<file path="config.mk">
export PLATFORM = sky130hd
export DESIGN_NAME = lru_key_value_cache
export DESIGN_NICKNAME = d
export VERILOG_FILES = /design/src/design/lrukv_pkg.sv /design/src/design/lru_key_value_cache.sv
export SDC_FILE = /design/constraint.sdc
export NUM_CORES = 2
export LEC_CHECK = 0
export BUFFER_PORTS_ARGS = -buffer_cell sky130_fd_sc_hd__buf_4
export CAP_MARGIN = 20
export CORE_MARGIN = 2
export CORE_UTILIZATION = 55
export CTS_CLUSTER_SIZE = 24
export DETAILED_ROUTE_END_ITERATION = 10
export PLACE_DENSITY = 0.84
export SLEW_MARGIN = 10
export SYNTH_ARGS = -nofsm -noshare
export SYNTH_HDL_FRONTEND = slang
export SYNTH_SLANG_ARGS = --single-unit
</file>
<file path="constraint.sdc">
create_clock -name clk -period 6.8 [get_ports clk]
set_input_delay 0.34 -clock clk [delete_from_list [all_inputs] [get_ports clk]]
set_output_delay 0.34 -clock clk [all_outputs]
set_load 0.01 [all_outputs]
</file>
<file path="src/design/lrukv_pkg.sv">
// Shared types and constants for the LRU key/value cache.
package lrukv_pkg;

	localparam int MAX_ENTRIES_DEF = 16;
	localparam int KEY_W = 32;
	localparam int DATA_W = 32;
	localparam int CAP_W = 5;
	localparam int APB_ADDR_W = 3;
	localparam int APB_DATA_W = 32;

	localparam logic [CAP_W-1:0] CAPACITY_RESET = 5'd16;
	localparam logic signed [DATA_W-1:0] READ_MISS = -32'sd1;

	// Register index, taken from the word part of paddr.
	localparam logic CFG_IDX_CAPACITY = 1'b0;

	typedef enum logic {
		OP_GET = 1'b0,
		OP_PUT = 1'b1
	} op_t;

	typedef struct packed {
		op_t                        op;
		logic signed [KEY_W-1:0]    key;
		logic signed [DATA_W-1:0]   value;
	} cache_req_t;

	typedef struct packed {
		logic                       hit;
		logic signed [DATA_W-1:0]   read_value;
		logic                       evicted;
		logic signed [KEY_W-1:0]    evicted_key;
	} cache_rsp_t;

endpackage

</file>
<file path="src/design/lru_key_value_cache.sv">
// Fully associative key/value cache with least-recently-used replacement.
//
// Usage:
//   A request word (op, key, value) is taken at a rising edge with start high
//   and busy low. busy is always low, so a request may be issued every cycle.
//   The request is registered, then looked up against all entries: the
//   key compare over every entry, the recency rank update and the free
//   slot search all complete between the request register and the result
//   register. The result word appears on result with done high for
//   exactly one cycle, starting at the edge after the one that took the
//   request; the receiver cannot hold it off. Throughput is one request
//   per cycle, as the lookup and update complete between those two
//   registers; each request sees the state left by the one before it.
//   The capacity register sits at byte address 0 of the APB port and should
//   only be written while no request is in flight.
//   Reset empties the cache (all entries invalid, occupancy zero), sets the
//   capacity to its reset value and drops any request in flight.
module lru_key_value_cache
	import lrukv_pkg::*;
#(
	parameter int MAX_ENTRIES = MAX_ENTRIES_DEF
) (
	input  logic                  clk,
	input  logic                  arst_n,
	input  logic                  start,
	output logic                  busy,
	input  cache_req_t            request,
	output logic                  done,
	output cache_rsp_t            result,
	input  logic                  psel,
	input  logic                  penable,
	input  logic                  pwrite,
	input  logic [APB_ADDR_W-1:0] paddr,
	input  logic [APB_DATA_W-1:0] pwdata,
	output logic [APB_DATA_W-1:0] prdata,
	output logic                  pready
);

	localparam int RANK_W = (MAX_ENTRIES > 1) ? $clog2(MAX_ENTRIES) : 1;
	localparam int OCC_W = $clog2(MAX_ENTRIES + 1);
	localparam int CMP_W = (OCC_W > CAP_W) ? OCC_W : CAP_W;

	logic [CAP_W-1:0] capacity_q;

	logic             valid_s1;
	cache_req_t       req_s1;

	logic [MAX_ENTRIES-1:0]   entry_valid_q;
	logic [KEY_W-1:0]         entry_key_q [MAX_ENTRIES];
	logic [DATA_W-1:0]        entry_value_q [MAX_ENTRIES];
	logic [RANK_W-1:0]        rank_q [MAX_ENTRIES];
	logic [OCC_W-1:0]         occupancy_q;

	logic                     done_q;
	cache_rsp_t               result_q;

	logic [MAX_ENTRIES-1:0]   match_vec;
	logic [MAX_ENTRIES-1:0]   hit_oh;
	logic [MAX_ENTRIES-1:0]   oldest_oh;
	logic [MAX_ENTRIES-1:0]   valid_after_evict;
	logic [MAX_ENTRIES-1:0]   free_vec;
	logic [MAX_ENTRIES-1:0]   slot_oh;
	logic                     found;
	logic [RANK_W-1:0]        found_rank;
	logic [DATA_W-1:0]        found_value;
	logic [KEY_W-1:0]         oldest_key;
	logic [RANK_W-1:0]        last_rank;
	logic [CMP_W-1:0]         cap_ext;
	logic [CMP_W-1:0]         eff_capacity;
	logic                     full;
	logic                     is_put;
	logic                     do_evict;
	logic                     do_insert;

	logic [MAX_ENTRIES-1:0]   entry_valid_d;
	logic [RANK_W-1:0]        rank_d [MAX_ENTRIES];
	logic [OCC_W-1:0]         occupancy_d;
	logic [MAX_ENTRIES-1:0]   key_we;
	logic [MAX_ENTRIES-1:0]   value_we;
	cache_rsp_t               result_d;

	logic                     cfg_write;

	// Configuration port.
	assign pready = 1'b1;
	assign cfg_write = psel && penable && pwrite && pready
		&& (paddr[2] == CFG_IDX_CAPACITY);
	assign prdata = (paddr[2] == CFG_IDX_CAPACITY) ? APB_DATA_W'(capacity_q) : '0;

	always_ff @(posedge clk or negedge arst_n) begin
		if (!arst_n) begin
			capacity_q <= CAPACITY_RESET;
		end else if (cfg_write) begin
			capacity_q <= pwdata[CAP_W-1:0];
		end
	end

	assign busy = 1'b0;

	// Request register.
	always_ff @(posedge clk or negedge arst_n) begin
		if (!arst_n) begin
			valid_s1 <= 1'b0;
		end else begin
			valid_s1 <= start && !busy;
		end
	end

	always_ff @(posedge clk) begin
		if (start && !busy) begin
			req_s1 <= request;
		end
	end

	// Lookup, victim choice and free slot choice.
	always_comb begin
		cap_ext = CMP_W'(capacity_q);
		if (cap_ext == '0) begin
			eff_capacity = CMP_W'(1);
		end else if (cap_ext > CMP_W'(MAX_ENTRIES)) begin
			eff_capacity = CMP_W'(MAX_ENTRIES);
		end else begin
			eff_capacity = cap_ext;
		end
		full = CMP_W'(occupancy_q) >= eff_capacity;
		is_put = (req_s1.op == OP_PUT);

		// Valid ranks always form 0..occupancy-1, so the least recent
		// entry is the one holding rank occupancy-1.
		last_rank = RANK_W'(occupancy_q - OCC_W'(1));

		for (int i = 0; i < MAX_ENTRIES; i++) begin
			match_vec[i] = entry_valid_q[i] && (entry_key_q[i] == req_s1.key);
			oldest_oh[i] = entry_valid_q[i] && (rank_q[i] == last_rank);
		end
		hit_oh = match_vec & (~match_vec + MAX_ENTRIES'(1));
		found = |match_vec;

		found_rank = '0;
		found_value = '0;
		oldest_key = '0;
		for (int i = 0; i < MAX_ENTRIES; i++) begin
			found_rank = found_rank | (hit_oh[i] ? rank_q[i] : '0);
			found_value = found_value | (hit_oh[i] ? entry_value_q[i] : '0);
			oldest_key = oldest_key | (oldest_oh[i] ? entry_key_q[i] : '0);
		end

		do_insert = valid_s1 && is_put && !found;
		do_evict = do_insert && full;
		valid_after_evict = entry_valid_q & ~(do_evict ? oldest_oh : '0);
		free_vec = ~valid_after_evict;
		slot_oh = free_vec & (~free_vec + MAX_ENTRIES'(1));
	end

	// Next state of the entries.
	always_comb begin
		entry_valid_d = entry_valid_q;
		occupancy_d = occupancy_q;
		key_we = '0;
		value_we = '0;
		for (int i = 0; i < MAX_ENTRIES; i++) begin
			rank_d[i] = rank_q[i];
		end

		if (valid_s1 && found) begin
			// Entries more recent than the hit move back by one.
			for (int i = 0; i < MAX_ENTRIES; i++) begin
				if (hit_oh[i]) begin
					rank_d[i] = '0;
				end else if (entry_valid_q[i] && (rank_q[i] < found_rank)) begin
					rank_d[i] = RANK_W'(rank_q[i] + 1'b1);
				end
			end
			if (is_put) begin
				value_we = hit_oh;
			end
		end else if (do_insert) begin
			entry_valid_d = valid_after_evict | slot_oh;
			key_we = slot_oh;
			value_we = slot_oh;
			for (int i = 0; i < MAX_ENTRIES; i++) begin
				if (slot_oh[i]) begin
					rank_d[i] = '0;
				end else if (valid_after_evict[i]) begin
					rank_d[i] = RANK_W'(rank_q[i] + 1'b1);
				end
			end
			if (!do_evict) begin
				occupancy_d = OCC_W'(occupancy_q + 1'b1);
			end
		end
	end

	always_ff @(posedge clk or negedge arst_n) begin
		if (!arst_n) begin
			entry_valid_q <= '0;
			occupancy_q <= '0;
			for (int i = 0; i < MAX_ENTRIES; i++) begin
				rank_q[i] <= '0;
			end
		end else begin
			entry_valid_q <= entry_valid_d;
			occupancy_q <= occupancy_d;
			for (int i = 0; i < MAX_ENTRIES; i++) begin
				rank_q[i] <= rank_d[i];
			end
		end
	end

	always_ff @(posedge clk) begin
		for (int i = 0; i < MAX_ENTRIES; i++) begin
			if (key_we[i]) begin
				entry_key_q[i] <= req_s1.key;
			end
			if (value_we[i]) begin
				entry_value_q[i] <= req_s1.value;
			end
		end
	end

	// Result word.
	always_comb begin
		result_d.hit = found;
		if (is_put) begin
			result_d.read_value = '0;
		end else if (found) begin
			result_d.read_value = found_value;
		end else begin
			result_d.read_value = READ_MISS;
		end
		result_d.evicted = do_evict;
		result_d.evicted_key = do_evict ? oldest_key : '0;
	end

	always_ff @(posedge clk or negedge arst_n) begin
		if (!arst_n) begin
			done_q <= 1'b0;
		end else begin
			done_q <= valid_s1;
		end
	end

	always_ff @(posedge clk) begin
		if (valid_s1) begin
			result_q <= result_d;
		end
	end

	assign done = done_q;
	assign result = result_q;

endmodule
</file>
==> metrics.yaml <==
outcome:
  outcome: "finished, violations left"
  failed_checks: "max-capacitance violations, max-slew violations"
cells_and_area:
  most-common-layout-cells: "1155 x edfxtp_1, 399 x buf_4, 371 x xnor2_1"
  drive_gt1_frac: 0.159
  area_growth_pct: 17.6
  fin_nets: 4794
  fin_util: 0.651
  finalNonFillerCells: 6134
  nFillCells: 7145
  layout_commonest_cell: "edfxtp_1"
yosys:
  synth.distinct_cells: 91
  synthesis.area_um2: 57100
  synth_edf_count: 1155
  ys_async_sr_fraction: 0.0738
  synthFlopType: "edfxtp_1"
  syn_inst: 4245
  synth_top_area_frac: 0.607
  yosys.area.top_type: "edfxtp_1"
  synth_area_leaders: "edfxtp_1 61%, xnor2_1 5.7%, dfrtp_1 4.0%, xor2_1 3.3%, a22oi_1 2.7%"
  synth_seq_cells: 1247
  ys_seq_area_frac: 0.648
  ys_warn_count: 0
  postSynthAreaPerCell_um2: 13.5
drt:
  ant_nets: 0
  drc: 0
  drtIter0Drc: 9618
  vias: 44700
  drt-total-wl_um: 251000
  viasPerCell: 7.29
  routedWlPerCell_um: 40.9
  dr.pass1.iters: 9
clock_network:
  cts_tree: "yes"
  cts-resized-gates: 0
  cts_max_path_buffers: 3
  clk_pin_slew_worst_paths_ns: 0.06
  cts_root_buffer: "clkbuf_16"
  htreeDepth: 4
  clkSinkCount: 1247
  insertion_delay_ns: 0.80
  cts_buffers: 130
timing:
  setup_slack_ns: 0.373
  setup_tns_ns: 0
  rsz0062_at_grt: "no"
  hold_violations: 0
  finalMaxSlewViolations: 3
  tightest_slew_ns: 1.52
  timing.final.crit_period_ns: 6.43
  setup_viol: 0
  slew_headroom: -0.0235
  fmax_ghz: 0.156
  hold_ws_ns: 0.0516
  fin_worst_skew_ns: 0.0655
  fin_crit_sh: 0.945
placement:
  dp.cells: 5826
  dpl.hpwl_um: 169000
  gp_congestion: 1.17
  place_ws_ns: 0.783
  portBuffers: 148
power_and_ir_drop:
  ir_worst_vdd_uv: 271
  p_leak_uw: 0.0226
  switching_power_uw: 6820
  cellInternalPower_uw: 14300
  p_seq_frac: 0.444
  power_per_cell_area_nw_per_um2: 314
  p_comb_frac: 0.210
  p_clk_frac: 0.346
  netSwitchingFraction: 0.324
worst_setup_path:
  critical_path_required_ns: 7.46
  startpoint: "req_s1[55]$_DFFE_PP_"
  endpoint_kind: "register"
  cp-start-kind: "register"
  regToRegStartpoint: "req_s1[55]$_DFFE_PP_"
  crit_arrival_ns: 7.08
  path_max_fanout: 10
  cpMaxStageDelayCell: "edfxtp_1"
  path_class: "register to register"
  max_stage_delay_ns: 0.68
  crit_chain: "buf_12, xnor2_1, nand4_1, or3_1, or4_1, and4_1, and3_1, and2_2, a222oi_1, and4_1, buf_12, ha_1, a311oi_1, o21ai_0, a21oi_1, nand4_1, xor2_1, nor3_1"
grt:
  grt_pass1_wl_um: 340000
  grt_max_degree: 68
  grt_use_met3: 0.211
  grtUsageMet2: 0.652
  top_usage_layer: "met2"
  grt_pass1_vias: 41500
  grt_use_met1: 0.614
  grt_overflow: 0
  antenna_found_initial: 10
  grt_usage: 0.466
floorplanning:
  die_w_um: 326
  num_rows: 118
  coreArea_um2: 103000
  dieHeight_um: 326
  dieArea_um2: 106000
  ios: 207
  start_util: 0.553
min_path:
  hold_path.startpoint: "start"
  hp-class: "input port to register"
run:
  max-cap-violations: 1
## area by class of cell
| class | count | area (um^2) | share of cell area |
|---|---|---|---|
| Tap cell | 1380 | 1730 | 0.0257 |
| Clock inverter | 74 | 898 | 0.0134 |
| Multi-Input combinational cell | 2676 | 19100 | 0.284 |
| Sequential cell | 1247 | 37000 | 0.551 |
| Timing Repair Buffer | 524 | 4790 | 0.0713 |
| Clock buffer | 159 | 3380 | 0.0504 |
| Inverter | 70 | 263 | 0.00391 |
| Antenna cell | 4 | 10.0 | 0.000149 |
## routing by layer
layer / vias up / wire [um]
met1: 21800 / 87900
met3: 862 / 44500
met5: - / 264
li1: 17400 / -
met4: 12 / 15600
met2: 4610 / 103000
## kinds of logic after synthesis
| family | count (synthesis) | synth area share |
|---|---|---|
| flops | 1247 | 0.648 |
| simple gates | 1125 | 0.107 |
| compound gates | 859 | 0.112 |
| xor+xnor | 588 | 0.0907 |
| buf+inv | 349 | 0.0267 |
| fa+ha+maj | 43 | 0.00925 |
| mux | 32 | 0.00605 |
| other cells | 2 | 0.000132 |
## registers in the layout (all words and copies together), names as in the netlist
signal	cells
rank_q	64
req_s1	64
result	66
entry_valid_q	16
entry_key_q	512
cap_ext	5
valid_s1	1
done	1
entry_value_q	512
occupancy_q	5
is_put	1
## power groups by stage
stage	Clock [uW]	Combinational, uW	Sequential [uW]
2_1_floorplan	0	2230	9270
3_3_place_gp	0	4080	9450
3_5_place_dp	0	4120	9470
4_1_cts	7230	4180	9320
5_1_grt	7540	4470	9380
6_report	7300	4420	9360
## what timing repair did
action | CTS | global route
endpoints found under the setup margin | 0 | 0
hold buffers | 71 | 0
hold endpoints to repair | 108 | 0
buffers inserted | 0 | 0
## worst max-delay path, delay by kind of cell, from the launching register on
kind	cells	cell delay [ns]
AND/OR/NAND/NOR	9	3.28
AO/OA/AOI/OAI	4	1.06
flip-flops	1	0.68
XOR/XNOR	2	0.56
buffers and inverters	2	0.46
adder cells (fa/ha/maj)	1	0.24
## synth_stat cells, drive strengths merged (42+ instances only)
cell type	count
nor3	57
a31oi	42
o21ai	91
nor2	226
xor2	216
a222oi	67
clkbuf	158
buf	121
nand3	170
dfrtp	91
nor4	96
nand4	175
a22o	79
edfxtp	1155
nor3b	45
a221oi	81
a21oi	115
xnor2	372
a22oi	204
nand2	133
inv	70
## final timing paths
check	end	slack, ns	cells past startpoint
min in group asynchronous	rank_q[23]$_DFFE_PN0P_	0.11	2
worst min register to register	occupancy_q[4]$_DFFE_PN0P_	0.51	1
worst min-delay path	valid_s1$_DFF_PN0_	0.05	1
max in group asynchronous	entry_valid_q[8]$_DFFE_PN0P_	5.41	3
worst max-delay path	rank_q[39]$_DFFE_PN0P_	0.37	18
worst max register to register	rank_q[39]$_DFFE_PN0P_	0.37	18
## per-stage QoR
step	total power, uW	cell area (um^2)
2_1_floorplan	11500	57200
3_3_place_gp	13500	62100
3_5_place_dp	13600	62100
4_1_cts	20700	67100
5_1_grt	21400	67100
6_report	21100	67100
No activity file was read; power rests on OpenSTA's default activity.
